$ cat config.mk
export PLATFORM = sky130hd
export DESIGN_NAME = reflectance_discharge_classifier_core
export DESIGN_NICKNAME = d
export VERILOG_FILES = /design/src/hw/rtl/rdc_pkg.sv /design/src/hw/rtl/rdc_lane.sv /design/src/hw/rtl/rdc_merge.sv /design/src/hw/rtl/reflectance_discharge_classifier_core.sv
export SDC_FILE = /design/constraint.sdc
export NUM_CORES = 1
export LEC_CHECK = 0
export BUFFER_PORTS_ARGS = -buffer_cell sky130_fd_sc_hd__buf_2
export CAP_MARGIN = 20
export CORE_MARGIN = 5
export CORE_UTILIZATION = 35
export CTS_CLUSTER_SIZE = 40
export DETAILED_ROUTE_END_ITERATION = 8
export PLACE_DENSITY = 0.64
export RECOVER_POWER = 25
export SETUP_SLACK_MARGIN = 0.1
export SYNTH_ARGS = -nofsm -noshare
export SYNTH_HDL_FRONTEND = slang
export SYNTH_SLANG_ARGS = --single-unit
$ cat constraint.sdc
create_clock -name clk_i -period 6.97 [get_ports clk_i]
set_input_delay 1.394 -clock clk_i [delete_from_list [all_inputs] [get_ports clk_i]]
set_output_delay 1.394 -clock clk_i [all_outputs]
set_load 0.01 [all_outputs]
$ cat src/hw/rtl/rdc_pkg.sv
// Shared constants, register map and lane status type of the reflectance discharge classifier.
`timescale 1ns / 1ps

package rdc_pkg;

  localparam int unsigned CHANNELS_DEFAULT = 5;

  localparam int unsigned COUNT_W  = 16;
  localparam int unsigned MARGIN_W = 12;
  localparam int unsigned APB_DW   = 32;
  localparam int unsigned APB_AW   = 4;
  localparam int unsigned REG_IDX_W = 2;

  localparam logic [COUNT_W-1:0]  THRESHOLD_RESET = 16'h02C0;
  localparam logic [MARGIN_W-1:0] MARGIN_RESET    = 12'h070;
  localparam logic [COUNT_W-1:0]  TIMEOUT_RESET   = 16'h1000;
  localparam logic [COUNT_W-1:0]  COUNT_MAX       = 16'hFFFF;

  // Register indexes (byte address / 4)
  localparam logic [REG_IDX_W-1:0] REG_LIGHT_THRESHOLD = 2'd0;
  localparam logic [REG_IDX_W-1:0] REG_EDGE_MARGIN     = 2'd1;
  localparam logic [REG_IDX_W-1:0] REG_TIMEOUT_COUNT   = 2'd2;

  // Request commands
  localparam logic CMD_START = 1'b0;
  localparam logic CMD_TICK  = 1'b1;

  // Next-cycle status of one channel lane
  typedef struct packed {
    logic done;
    logic light;
  } lane_st_t;

endpackage

$ cat src/hw/rtl/rdc_lane.sv
// One channel lane: edge detect on the pin and light/done bookkeeping.
`timescale 1ns / 1ps

module rdc_lane #(
  parameter bit IS_OUTER = 1'b0
) (
  input  logic              clk_i,
  input  logic              rst_ni,
  input  logic              start_i,
  input  logic              tick_i,
  input  logic              pin_i,
  input  logic              inner_below_i,
  input  logic              outer_below_i,
  output rdc_pkg::lane_st_t st_o
);
  import rdc_pkg::*;

  logic prev_q, prev_d;
  logic done_q, done_d;
  logic light_q, light_d;
  logic changed;
  logic below;

  assign changed = pin_i ^ prev_q;
  assign below   = IS_OUTER ? outer_below_i : inner_below_i;

  always_comb begin
    prev_d  = prev_q;
    done_d  = done_q;
    light_d = light_q;
    if (start_i) begin
      prev_d  = 1'b1;
      done_d  = 1'b0;
      light_d = 1'b0;
    end else if (tick_i) begin
      prev_d  = pin_i;
      done_d  = done_q | changed;
      light_d = light_q | (changed & below);
    end
  end

  always_ff @(posedge clk_i or negedge rst_ni) begin
    if (!rst_ni) begin
      prev_q  <= 1'b1;
      done_q  <= 1'b0;
      light_q <= 1'b0;
    end else begin
      prev_q  <= prev_d;
      done_q  <= done_d;
      light_q <= light_d;
    end
  end

  assign st_o.done  = done_d;
  assign st_o.light = light_d;

endmodule

$ cat src/hw/rtl/rdc_merge.sv
// Merge stage: combine lane status, decide the end of a measurement, hold the result.
`timescale 1ns / 1ps

module rdc_merge #(
  parameter int unsigned CHANNELS = rdc_pkg::CHANNELS_DEFAULT
) (
  input  logic                              clk_i,
  input  logic                              rst_ni,
  input  logic                              tick_i,
  input  rdc_pkg::lane_st_t [CHANNELS-1:0]  lanes_i,
  input  logic                              timeout_i,
  input  logic                              out_ready_i,
  output logic                              finish_o,
  output logic                              out_valid_o,
  output logic [CHANNELS-1:0]               light_mask_o,
  output logic                              timed_out_o
);
  import rdc_pkg::*;

  logic [CHANNELS-1:0] done_vec;
  logic [CHANNELS-1:0] light_vec;
  logic                all_done;
  logic                valid_q, valid_d;
  logic [CHANNELS-1:0] mask_q;
  logic                to_q;

  always_comb begin
    for (int i = 0; i < CHANNELS; i++) begin
      done_vec[i]  = lanes_i[i].done;
      light_vec[i] = lanes_i[i].light;
    end
  end

  assign all_done = &done_vec;
  assign finish_o = tick_i & (all_done | timeout_i);

  always_comb begin
    valid_d = valid_q;
    if (finish_o) begin
      valid_d = 1'b1;
    end else if (out_ready_i) begin
      valid_d = 1'b0;
    end
  end

  always_ff @(posedge clk_i or negedge rst_ni) begin
    if (!rst_ni) begin
      valid_q <= 1'b0;
    end else begin
      valid_q <= valid_d;
    end
  end

  // Payload register, no reset needed
  always_ff @(posedge clk_i) begin
    if (finish_o) begin
      mask_q <= light_vec;
      to_q   <= ~all_done;
    end
  end

  assign out_valid_o  = valid_q;
  assign light_mask_o = mask_q;
  assign timed_out_o  = to_q;

endmodule

$ cat src/hw/rtl/reflectance_discharge_classifier_core.sv
// Top level of the reflectance discharge classifier: request handshake, timer, lanes, APB registers.
`timescale 1ns / 1ps

// Times the discharge of CHANNELS charged reflectance sensors and classifies each as light or
// dark. Send a start request (command 0) to open a measurement, then one tick request
// (command 1) per timer count carrying the sampled pins. A channel is done at its first pin
// change and reads light if the elapsed count was below light_threshold then (the two outer
// channels allow light_threshold + edge_margin, formed at 17 bits). When every channel is done,
// or the count reaches timeout_count, one result gives light_mask and timed_out (0 when all
// channels finished, also when both happen on the same tick). Ticks while idle are dropped;
// a start while busy abandons the running measurement without a result. Throughput is one
// request per clock: each lane and the shared count comparators settle a tick combinationally,
// and the result appears from the output register on the cycle after the finishing tick.
// The input stalls only while a result sits in that register and out_ready_i is low.
// Configuration is by APB at byte addresses 0, 4 and 8; write only while idle.

module reflectance_discharge_classifier_core #(
  parameter int unsigned CHANNELS = rdc_pkg::CHANNELS_DEFAULT
) (
  input  logic                           clk_i,
  input  logic                           rst_ni,
  // request channel
  input  logic                           in_valid_i,
  output logic                           in_ready_o,
  input  logic                           command_i,
  input  logic [CHANNELS-1:0]            pins_i,
  // result channel
  output logic                           out_valid_o,
  input  logic                           out_ready_i,
  output logic [CHANNELS-1:0]            light_mask_o,
  output logic                           timed_out_o,
  // APB configuration port
  input  logic                           psel,
  input  logic                           penable,
  input  logic                           pwrite,
  input  logic [rdc_pkg::APB_AW-1:0]     paddr,
  input  logic [rdc_pkg::APB_DW-1:0]     pwdata,
  output logic [rdc_pkg::APB_DW-1:0]     prdata,
  output logic                           pready
);
  import rdc_pkg::*;

  // Configuration registers
  logic [COUNT_W-1:0]   thr_q;
  logic [MARGIN_W-1:0]  margin_q;
  logic [COUNT_W-1:0]   timeout_q;
  logic                 cfg_wr;
  logic [REG_IDX_W-1:0] reg_idx;

  // Measurement control
  logic                 busy_q, busy_d;
  logic [COUNT_W-1:0]   elapsed_q, elapsed_d;
  logic                 in_fire;
  logic                 start_fire;
  logic                 tick_fire;
  logic                 inner_below;
  logic                 outer_below;
  logic [COUNT_W:0]     outer_thr;
  logic                 timeout;
  logic                 finish;

  lane_st_t [CHANNELS-1:0] lane_st;

  // ---------------------------------------------------------------------------
  // APB register file: pready is tied high, write on the access phase
  // ---------------------------------------------------------------------------
  assign pready  = 1'b1;
  assign reg_idx = paddr[APB_AW-1:2];
  assign cfg_wr  = psel & penable & pwrite & pready;

  always_ff @(posedge clk_i or negedge rst_ni) begin
    if (!rst_ni) begin
      thr_q     <= THRESHOLD_RESET;
      margin_q  <= MARGIN_RESET;
      timeout_q <= TIMEOUT_RESET;
    end else if (cfg_wr) begin
      case (reg_idx)
        REG_LIGHT_THRESHOLD: thr_q     <= pwdata[COUNT_W-1:0];
        REG_EDGE_MARGIN:     margin_q  <= pwdata[MARGIN_W-1:0];
        REG_TIMEOUT_COUNT:   timeout_q <= pwdata[COUNT_W-1:0];
        default: ;  // unmapped address: drop the write
      endcase
    end
  end

  always_comb begin
    case (reg_idx)
      REG_LIGHT_THRESHOLD: prdata = {{(APB_DW-COUNT_W){1'b0}}, thr_q};
      REG_EDGE_MARGIN:     prdata = {{(APB_DW-MARGIN_W){1'b0}}, margin_q};
      REG_TIMEOUT_COUNT:   prdata = {{(APB_DW-COUNT_W){1'b0}}, timeout_q};
      default:             prdata = '0;
    endcase
  end

  // ---------------------------------------------------------------------------
  // Request handshake: hold off only when a result would have nowhere to go
  // ---------------------------------------------------------------------------
  assign in_ready_o = ~out_valid_o | out_ready_i;
  assign in_fire    = in_valid_i & in_ready_o;
  assign start_fire = in_fire & (command_i == CMD_START);
  // Ticks while idle are accepted and dropped
  assign tick_fire  = in_fire & (command_i == CMD_TICK) & busy_q;

  // ---------------------------------------------------------------------------
  // Shared threshold compares, broadcast to every lane
  // ---------------------------------------------------------------------------
  assign outer_thr   = {1'b0, thr_q} + {{(COUNT_W+1-MARGIN_W){1'b0}}, margin_q};
  assign inner_below = elapsed_q < thr_q;
  assign outer_below = {1'b0, elapsed_q} < outer_thr;

  // Elapsed count: advance on each live tick, saturate at full scale
  always_comb begin
    elapsed_d = elapsed_q;
    if (start_fire) begin
      elapsed_d = '0;
    end else if (tick_fire && (elapsed_q != COUNT_MAX)) begin
      elapsed_d = elapsed_q + 1'b1;
    end
  end

  assign timeout = elapsed_d >= timeout_q;

  always_comb begin
    busy_d = busy_q;
    if (start_fire) begin
      busy_d = 1'b1;
    end else if (finish) begin
      busy_d = 1'b0;
    end
  end

  always_ff @(posedge clk_i or negedge rst_ni) begin
    if (!rst_ni) begin
      busy_q    <= 1'b0;
      elapsed_q <= '0;
    end else begin
      busy_q    <= busy_d;
      elapsed_q <= elapsed_d;
    end
  end

  // ---------------------------------------------------------------------------
  // Channel lanes: outer lanes are the first and the last
  // ---------------------------------------------------------------------------
  for (genvar g = 0; g < CHANNELS; g++) begin : g_lane
    rdc_lane #(
      .IS_OUTER ((g == 0) || (g == CHANNELS - 1))
    ) u_lane (
      .clk_i         (clk_i),
      .rst_ni        (rst_ni),
      .start_i       (start_fire),
      .tick_i        (tick_fire),
      .pin_i         (pins_i[g]),
      .inner_below_i (inner_below),
      .outer_below_i (outer_below),
      .st_o          (lane_st[g])
    );
  end

  // ---------------------------------------------------------------------------
  // Merge lanes into the result and hold it until taken
  // ---------------------------------------------------------------------------
  rdc_merge #(
    .CHANNELS (CHANNELS)
  ) u_merge (
    .clk_i        (clk_i),
    .rst_ni       (rst_ni),
    .tick_i       (tick_fire),
    .lanes_i      (lane_st),
    .timeout_i    (timeout),
    .out_ready_i  (out_ready_i),
    .finish_o     (finish),
    .out_valid_o  (out_valid_o),
    .light_mask_o (light_mask_o),
    .timed_out_o  (timed_out_o)
  );

  // ---------------------------------------------------------------------------
  // Assertions
  // ---------------------------------------------------------------------------
  // A result is only produced when the output register is free or being emptied
  a_push_has_room: assert property (@(posedge clk_i) disable iff (!rst_ni)
    finish |-> (!out_valid_o || out_ready_i))
    else $error("result pushed over an undelivered result");

  // A finishing tick leaves the block idle
  a_finish_idle: assert property (@(posedge clk_i) disable iff (!rst_ni)
    finish |=> !busy_q)
    else $error("block still busy after a result");

  // A new result only ever follows a live tick
  a_result_from_tick: assert property (@(posedge clk_i) disable iff (!rst_ni)
    $rose(out_valid_o) |-> $past(tick_fire))
    else $error("result appeared without a tick");

  // A start request opens a measurement at count zero
  a_start_opens: assert property (@(posedge clk_i) disable iff (!rst_ni)
    start_fire |=> (busy_q && (elapsed_q == '0)))
    else $error("start did not open a measurement");

endmodule

Word-level counts from Yosys, hierarchy flattened --
Index checks and enable logic that the tools add are counted.
Operators by class: muxes and demuxes 37, $lt $le $gt $ge 3, equal/unequal tests 3, reductions and logical operators 9, $add $sub $neg 2, bitwise gates (word level) 32
Operators with widths (number):
- $pmux 16 s3 | 1
- $mux 1 | 34
- $mux 16 | 2
- $add 16x12->17 | 1
- $lt 16x17->1 | 1
- $add 16x1->16 const B | 1
- $ge 16x16->1 | 1
- $lt 16x16->1 | 1
- $ne 16x16->1 const B | 1
- $and 1x1->1 | 12
- $or 1x1->1 | 12
- $reduce_and 2->1 | 3
- $reduce_bool 2->1 | 3
- $reduce_and 5->1 | 1
- $xor 1x1->1 | 5
- $not 1->1 | 3
- $eq 2x1->1 const B | 1
- $eq 2x2->1 const B | 1
- $logic_not 2->1 | 1
- $logic_and 1x1->1 | 1
Word-level totals: input bits 49, word-level logic and storage cells 109, register bits 83, output and inout bits 41

Depth between registers and ports, before layout --
Gate-level depths: netlist of run 1.
word-level depth 13, mapped depth 16

Modules after synthesis --
Synthesis of run 1 repeated with hierarchy kept, for this count alone.
Unflattened totals: cell total of the unflattened synthesis 587, area total of the unflattened synthesis 5650.4 um2
By module, submodules not included:
- reflectance_discharge_classifier_core | instances 1, area an instance 4616.9 um2, cells an instance 502, seq. area each 1535.2 um2
- rdc_lane | instances 5, area an instance 156.4 um2, cells an instance 14, seq. area each 76.3 um2
- rdc_merge | instances 1, area an instance 251.5 um2, cells an instance 15, seq. area each 205.2 um2

Least setup slack after synthesis of run 1 --
Ideal clock, no wire load.
path kind in2reg, start in out_ready_i, end reg u_merge.mask_q[0], in the netlist u_merge.light_mask_o[0], enable pin, path slack 2.842 ns, library setup time 0.275 ns, arrival 3.853 ns, buffers on the path 3, stages on the path 16, cell sequence nand2b_1 > clkbuf_8 > and3_1 > buf_4 > o21ai_2 > buf_6 > nor4_2 > xnor2_1 > nor2_1 > ha_1 > a211oi_1 > o22ai_1 > o21ai_0 > a21oi_1 > nor3b_1 > nor2_1
Between the ends: longest elaborated chain between the ends 10
Ends and longest elaborated chain:
- start, declared | RTL line reflectance_discharge_classifier_core.sv:29 | input logic out_ready_i,
- $or 1x1->1 * | RTL line reflectance_discharge_classifier_core.sv:98 | assign in_ready_o = ~out_valid_o | out_ready_i;
- named net in_ready_o | RTL line reflectance_discharge_classifier_core.sv:24 | output logic in_ready_o,
- $and 1x1->1 * | RTL line reflectance_discharge_classifier_core.sv:99 | assign in_fire = in_valid_i & in_ready_o;
- $and 1x1->1 (2 in a row) | RTL line reflectance_discharge_classifier_core.sv:102 | assign tick_fire = in_fire & (command_i == CMD_TICK) & busy_q;
- $logic_and 1x1->1 | RTL line reflectance_discharge_classifier_core.sv:116 | end else if (tick_fire && (elapsed_q != COUNT_MAX)) begin
- $mux 16 | RTL line reflectance_discharge_classifier_core.sv:116
- $mux 16 * | RTL line reflectance_discharge_classifier_core.sv:114 | if (start_fire) begin
- named net elapsed_d[9] | RTL line reflectance_discharge_classifier_core.sv:52 | logic [COUNT_W-1:0] elapsed_q, elapsed_d;
- $ge 16x16->1 * | RTL line reflectance_discharge_classifier_core.sv:121 | assign timeout = elapsed_d >= timeout_q;
- $or 1x1->1 * | RTL line rdc_merge.sv:35 | assign finish_o = tick_i & (all_done | timeout_i);
- $and 1x1->1 * | RTL line rdc_merge.sv:35
- named net finish | RTL line reflectance_discharge_classifier_core.sv:60 | logic finish;
- end signal, assigned | RTL line rdc_merge.sv:57 | mask_q <= light_vec;
- end, declared | RTL line rdc_merge.sv:24 | logic [CHANNELS-1:0] mask_q;
Mark *: on every way through the listed nets, which the timed path passes. The rest lies on a longest branch. A chain may end at the register's enable or synchronous reset.

==> run metrics, run 1 <==
status=finished, violations left; failing checks=capacitance limit, slew limit; die area=around 18000 µm²; mapped cell area=between 5000 and 6000 µm²; leading area contributor after synthesis=dfrtp_1; initial antenna violation count=0; Buf+Inv Stages, Crit Path=2; Post-synth ARST share=around 93%; CTS sink count=a little over 80; critical path startpoint category=input pin; Leak=2.90 nW; unrepaired setup endpoints after global routing=false; final setup fails=0; remaining global-route overflow=0; Synth Area in Compound Gates=~14%; width of the die=~140 µm; Starting Density=a little over a third; TNS Setup=0 ns; Min Hold Slack=roughly 0.48 ns; Max VDD drop=between 0.15 and 0.2 mV; area grow syn2layout=11.9%; Critical R2R Launch=elapsed_q[3]$_DFF_PN0_; drt pass-1 iters=4; most used cell, CP=clkbuf_1; crit path time final=4.99 ns; Synth Area in XOR/XNOR=5.10%; yosys warns=0; FP Rows=45; DP HPWL=about 9900 µm; post-synthesis sequential area ratio=around two fifths; WL/cell=15.2 µm; vias in the first global route=between 4k and 5k; Yosys cell types=70; Synth Area in Simple Gates=15.4%; Slew Viols, Final=62; share of the synthesized area in the top cell type=around 30%; Top delay family on crit path=buffers and inverters; Port-buffer cells=54; Final period util=a little under three quarters; CTS buffer count=9; routed via count=4223; Slowest cell on crit path=clkbuf_1; drt total wl=about 13000 µm; largest family of logic cells by synthesized area=simple AND/OR/NAND/NOR gates; Iter 0 DRT Violations=232; final-report hold violation count=0; H-tree levels=3; clock skew=0.00801 ns; Max-slew headroom=-131%; Global Route Usage Sum=between 10 and 15%; Vias/cell=about 5; Placed Cells=roughly 830; Post-Synthesis Cells=581; DIE HEIGHT=about 140 µm; Min-Delay Path Class=register to register; DRC errors left=0; CP Max Fanout=61; Synth Register Bits=just over 80; Post-Layout Cell Count=843; Clock Tree Buf Depth=2; Synth Area per Inst=9.45 µm²; post-CTS sizing=0; Design Area, Final=between 6000 and 7000 µm²; Synth Area in Adders=between 10% and 20%; CP cell instances=clkbuf_1 > clkbuf_1; Hold Buf Count CTS=0; Core ar.=around 15000 µm²; hold_sp=g_lane[2].u_lane.done_q$_DFF_PN0_; diode count=0; worst-margin pin slew=~3.5 ns; CTS Root Cell=clkbuf_16; io pins=90; Critical Path Sink Type=asynchronous set/reset pin; clk slew on worst S/H paths=about 0.060 ns; CTS tree=built; Post-DP Area=roughly 5900 µm²; dominant cells by area after synthesis=dfrtp_1 (30%), ha_1 (13%), dfstp_2 (5.7%); Worst Setup SP=rst_ni; number of max-cap violations=1; Crit Path Category=input pin to asynchronous set/reset pin; Worst EP required=approximately 6.6 ns; clk_lat worst skew=about 0.34 ns; share of post-route cells with drive strength above 1=between 15 and 20%; CP max stage delay=roughly 2.5 ns; Power Dens Cells=between 200 and 300 nW/µm²; fmax=between 0.2 and 0.25 GHz; Worst EP arrival=approximately 4.7 ns; post-CTS setup buffer count=0; EDFF count, synth=6; largest net degree at the start of global routing=roughly 80; Primary FF master, synth=dfrtp_1; first-pass GRT wire length=21100 µm; RePlAce Congestion=0.853; mux cell area share after synthesis=5.97%; Final #Nets=roughly 740; antenna viol nets, final=0
-- flip-flops by register name, indices dropped and copies added (netlist names) --
name	cells
busy_q	1
margin_q	12
u_merge.timed_out_o	1
g_lane.u_lane.prev_q	5
elapsed_q	16
thr_q	16
g_lane.u_lane.light_q	5
g_lane.u_lane.done_q	5
timeout_q	16
u_merge.out_valid_o	1
u_merge.light_mask_o	5
-- cells by family (layout without fill, tap and decap cells) --
logic type	count (synthesis)	count (layout)
AOI/OAI and AO/OA	124	124
buffers and inverters	77	113
xor gates and xnor gates	32	32
muxes	31	31
other	2	17
adders and majority gates	60	60
and+or+nand+nor	172	172
DFF	83	83
-- layout make-up --
class	instances	area, µm²
fill	1529	9170
sequential	83	2120
multi-input combinational	436	3050
tap	211	264
clock buffer	12	246
clock inverter	4	27.5
timing repair buffer	58	295
inverter	39	146
-- metrics by stage --
| stage | util, % | total power (W) | setup slack, ns |
|---|---|---|---|
| 2_1_floorplan | - | 0.00105 | 2.84 |
| 3_3_place_gp | 38.3 | 0.00117 | 1.90 |
| 3_5_place_dp | 38.3 | 0.00120 | 1.87 |
| 4_1_cts | 40.1 | 0.00166 | 2.25 |
| 5_1_grt | 40.1 | 0.00176 | 1.13 |
| 6_report | 40.1 | 0.00164 | 1.98 |
-- layout by cell type, fill, tap and decap left out, types with 6 or more instances in the layout --
cell type	count
dfstp_2	12
inv_1	38
buf_2	53
a21oi_1	22
edfxtp_1	6
nand2_1	71
nand3_1	15
nand4_1	7
mux2i_1	17
a21o_1	6
nor2_1	37
clkbuf_16	9
a211oi_1	6
xnor2_1	15
o21ai_0	58
ha_1	59
dfrtp_1	65
mux2_2	14
conb_1	17
xor2_1	17
-- worst paths after layout --
kind	end	depth (start not counted)	slack (ns)
worst min register to register	g_lane[2].u_lane.done_q$_DFF_PN0_	2	0.48
min in group asynchronous	elapsed_q[0]$_DFF_PN0_	1	1.19
max in group clk_i	u_merge.light_mask_o[1]$_DFFE_PP_	13	2.26
worst max-delay path	thr_q[15]$_DFFE_PN0P_	2	1.98
worst max register to register	u_merge.light_mask_o[1]$_DFFE_PP_	12	3.01
worst min-delay path	g_lane[2].u_lane.done_q$_DFF_PN0_	2	0.48
-- layer usage --
layer,vias up,global-route usage [%],share of wire (%)
li1,2096,-,-
met1,2013,19.6,48
met2,98,22.6,46
met3,16,3.64,5.2
met4,0,4.70,1.7
met5,-,0,0
-- Yosys cell counts, types with 4 or more instances --
cell type and n:
o21ai_0 58, and3_1 5, nand4_1 7, a21oi_1 22
a211oi_1 6, nor2_1 37, xnor2_1 15, edfxtp_1 6
clkbuf_1 13, buf_4 18, nand2_1 71, ha_1 59
dfstp_2 12, nand3_1 15, mux2_2 14, mux2i_1 17
a21o_1 6, inv_1 38, nor2b_1 5, dfrtp_1 65
nand2b_1 4, a41oi_1 4, nor3_1 6, xor2_1 17
nand3b_1 4
-- power breakdown --
part / switching [W] / total (W) / internal [W] / leakage (nW)
Sequential: 0.0000583 / 0.000634 / 0.000576 / 1.00
Combinational: 0.000323 / 0.000559 / 0.000236 / 1.78
Clock: 0.000193 / 0.000444 / 0.000251 / 0.125
Total: 0.000574 / 0.00164 / 0.00106 / 2.90
-- worst register-to-register path: cells and delay by family, from the launching register on --
kind,cells,cell delay (ns)
xor+xnor,1,0.16
simple gates,7,1.92
fa+ha+maj,1,0.20
compound gates,3,0.86
flops,1,0.54
Power figures use the tool's default switching activity.
==> inputs of run 2 (changes only) <==
==> constraint.sdc (replaced) <==
create_clock -name clk_i -period 4.6 [get_ports clk_i]
set_input_delay 0.92 -clock clk_i [delete_from_list [all_inputs] [get_ports clk_i]]
set_output_delay 0.92 -clock clk_i [all_outputs]
set_load 0.01 [all_outputs]
==> run metrics, run 2 (same netlist as run 1, synthesis figures left out) <==
diode count=0; fmax=around 0.25 GHz; WL/cell=about 15 µm; failing checks=capacitance limit, slew limit; CP Max Fanout=12; Min-Delay Path Class=register to register; filler instances=1537; CP max stage delay=~0.53 ns; Buf+Inv Stages, Crit Path=0; commonest non-fill, non-tap cell in the layout=nand2_1; Final Core Density=40.6%; Worst EP required=4.66 ns; clk_lat worst skew=about 0.34 ns; largest net degree at the start of global routing=78; CTS sink count=83; CTS buffer count=9; crit path time final=3.97 ns; drt pass-1 iters=7; clk slew on worst S/H paths=around 0.070 ns; Reg area=between 2000 and 2500 µm²; vias in the first global route=4352; Design Power=between 0.002 and 0.003 W; DP HPWL=between 10000 and 15000 µm; DIE HEIGHT=around 140 µm; drt total wl=13100 µm; CTS Root Cell=clkbuf_16; H-tree levels=3; Core ar.=roughly 15000 µm²; worst-margin pin slew=approximately 2.4 ns; io pins=90; clock skew=0.00711 ns; CTS tree=built; Clock Tree Buf Depth=2; post-CTS sizing=0; number of max-cap violations=1; final-report hold violation count=0; Worst R2R Setup Slack=0.63 ns; post-CTS setup buffer count=0; antenna viol nets, final=0; FP Rows=45; area of the multi-input gates=between 3000 and 4000 µm²; DRC errors left=0; unrepaired setup endpoints after global routing=false; area grow syn2layout=13.3%; Global Route Usage Sum=roughly 15%; final setup fails=0; Starting Density=35.9%; share of post-route cells with drive strength above 1=18.0%; Critical Path Sink Type=register; TNS Setup=0 ns; status=finished, violations left; Crit Path Category=register to register; Slowest cell on crit path=dfrtp_1; Hold Buf Count CTS=0; Iter 0 DRT Violations=roughly 180; Final period util=roughly 86%; routed via count=between 4k and 5k; most frequent cells in the layout=nand2_1 (71), dfrtp_1 (65), ha_1 (59), o21ai_0 (58), buf_2 (53); die area=approximately 18000 µm²; initial antenna violation count=0; Vias/cell=5.03; RePlAce Congestion=~0.85; Power Dens Cells=between 400 and 500 nW/µm²; Worst EP arrival=4.02 ns; CP cell instances=nand4_4 > or3_4 > o21ai_2 > nor2_1 > xnor2_1 > nor2_1 > ha_1 > or4_1 > o221ai_1 > a21oi_1 > nor3b_1 > nor2_1; Max VDD drop=approximately 0.27 mV; remaining global-route overflow=0; largest registers=elapsed_q (16), thr_q (16), timeout_q (16); Port-buffer cells=54; Max-slew headroom=-56.7%; first-pass GRT wire length=21600 µm; Slew Viols, Final=between 40 and 50; width of the die=between 100 and 150 µm; most used cell, CP=nor2_1; critical path startpoint category=register; Final #Nets=about 740; Top delay family on crit path=simple AND/OR/NAND/NOR gates; Leak=between 2 and 3 nW
## run 2: cell count changes in the layout (fill, tap and decap cells not counted), sizes merged
cell / delta
buf: +3
bufinv: +2
clkbuf: -4
clkinv: +1
clkinvlp: -1
inv: +1
## run 2: metal layers
metal	part of all wire (%)	global-route usage [%]	routed length [µm]
met1	47	19.5	6190
met2	47	24.3	6140
met3	4.0	3.16	528
met4	1.4	3.64	189
met5	0	0	0
## run 2: worst paths after layout
kind                                                   start                            endpoint  cells past startpoint
max                                   elapsed_q[3]$_DFF_PN0_   u_merge.light_mask_o[3]$_DFFE_PP_                     12
min                        g_lane[4].u_lane.done_q$_DFF_PN0_   g_lane[4].u_lane.done_q$_DFF_PN0_                      2
max reg2reg                           elapsed_q[3]$_DFF_PN0_   u_merge.light_mask_o[3]$_DFFE_PP_                     12
min reg2reg                g_lane[4].u_lane.done_q$_DFF_PN0_   g_lane[4].u_lane.done_q$_DFF_PN0_                      2
max in group asynchronous                             rst_ni                thr_q[1]$_DFFE_PN0P_                      1
min in group asynchronous                             rst_ni  g_lane[3].u_lane.light_q$_DFF_PN0_                      1
## run 2: per-stage QoR
stage               area (µm²)  hold slack (ns)  setup slack (ns)  instances
finish                    6220            0.491             0.634        845
floorplan                 5550            0.453             0.946        596
global placement          5890            0.467             0.470        828
detailed placement        5890            0.479             0.446        828
global route              6220            0.511             0.370        845
CTS                       6200            0.493             0.650        844
## run 2: final cells by class
type                       count  share of cell area [%]
clock buffer                   9                    3.62
sequential                    83                    34.1
timing repair buffer          60                    5.25
clock inverter                 7                    1.47
tap                          211                    4.24
inverter                      39                    2.35
multi-input combinational    436                    49.0
## run 2: worst min-delay path, stage by stage, from the launching register on
cell and delay, ns:
dfrtp_1 0.32, a41oi_1 0.05, nor2_1 0.08
## run 2: report_power, final
| part | leakage, nW | total (W) | switching (W) | internal (W) |
|---|---|---|---|---|
| logic | 1.80 | 0.000860 | 0.000497 | 0.000363 |
| registers | 1.00 | 0.000964 | 0.0000918 | 0.000872 |
| clock network | 0.147 | 0.000774 | 0.000301 | 0.000474 |
| total | 2.94 | 0.00260 | 0.000889 | 0.00171 |
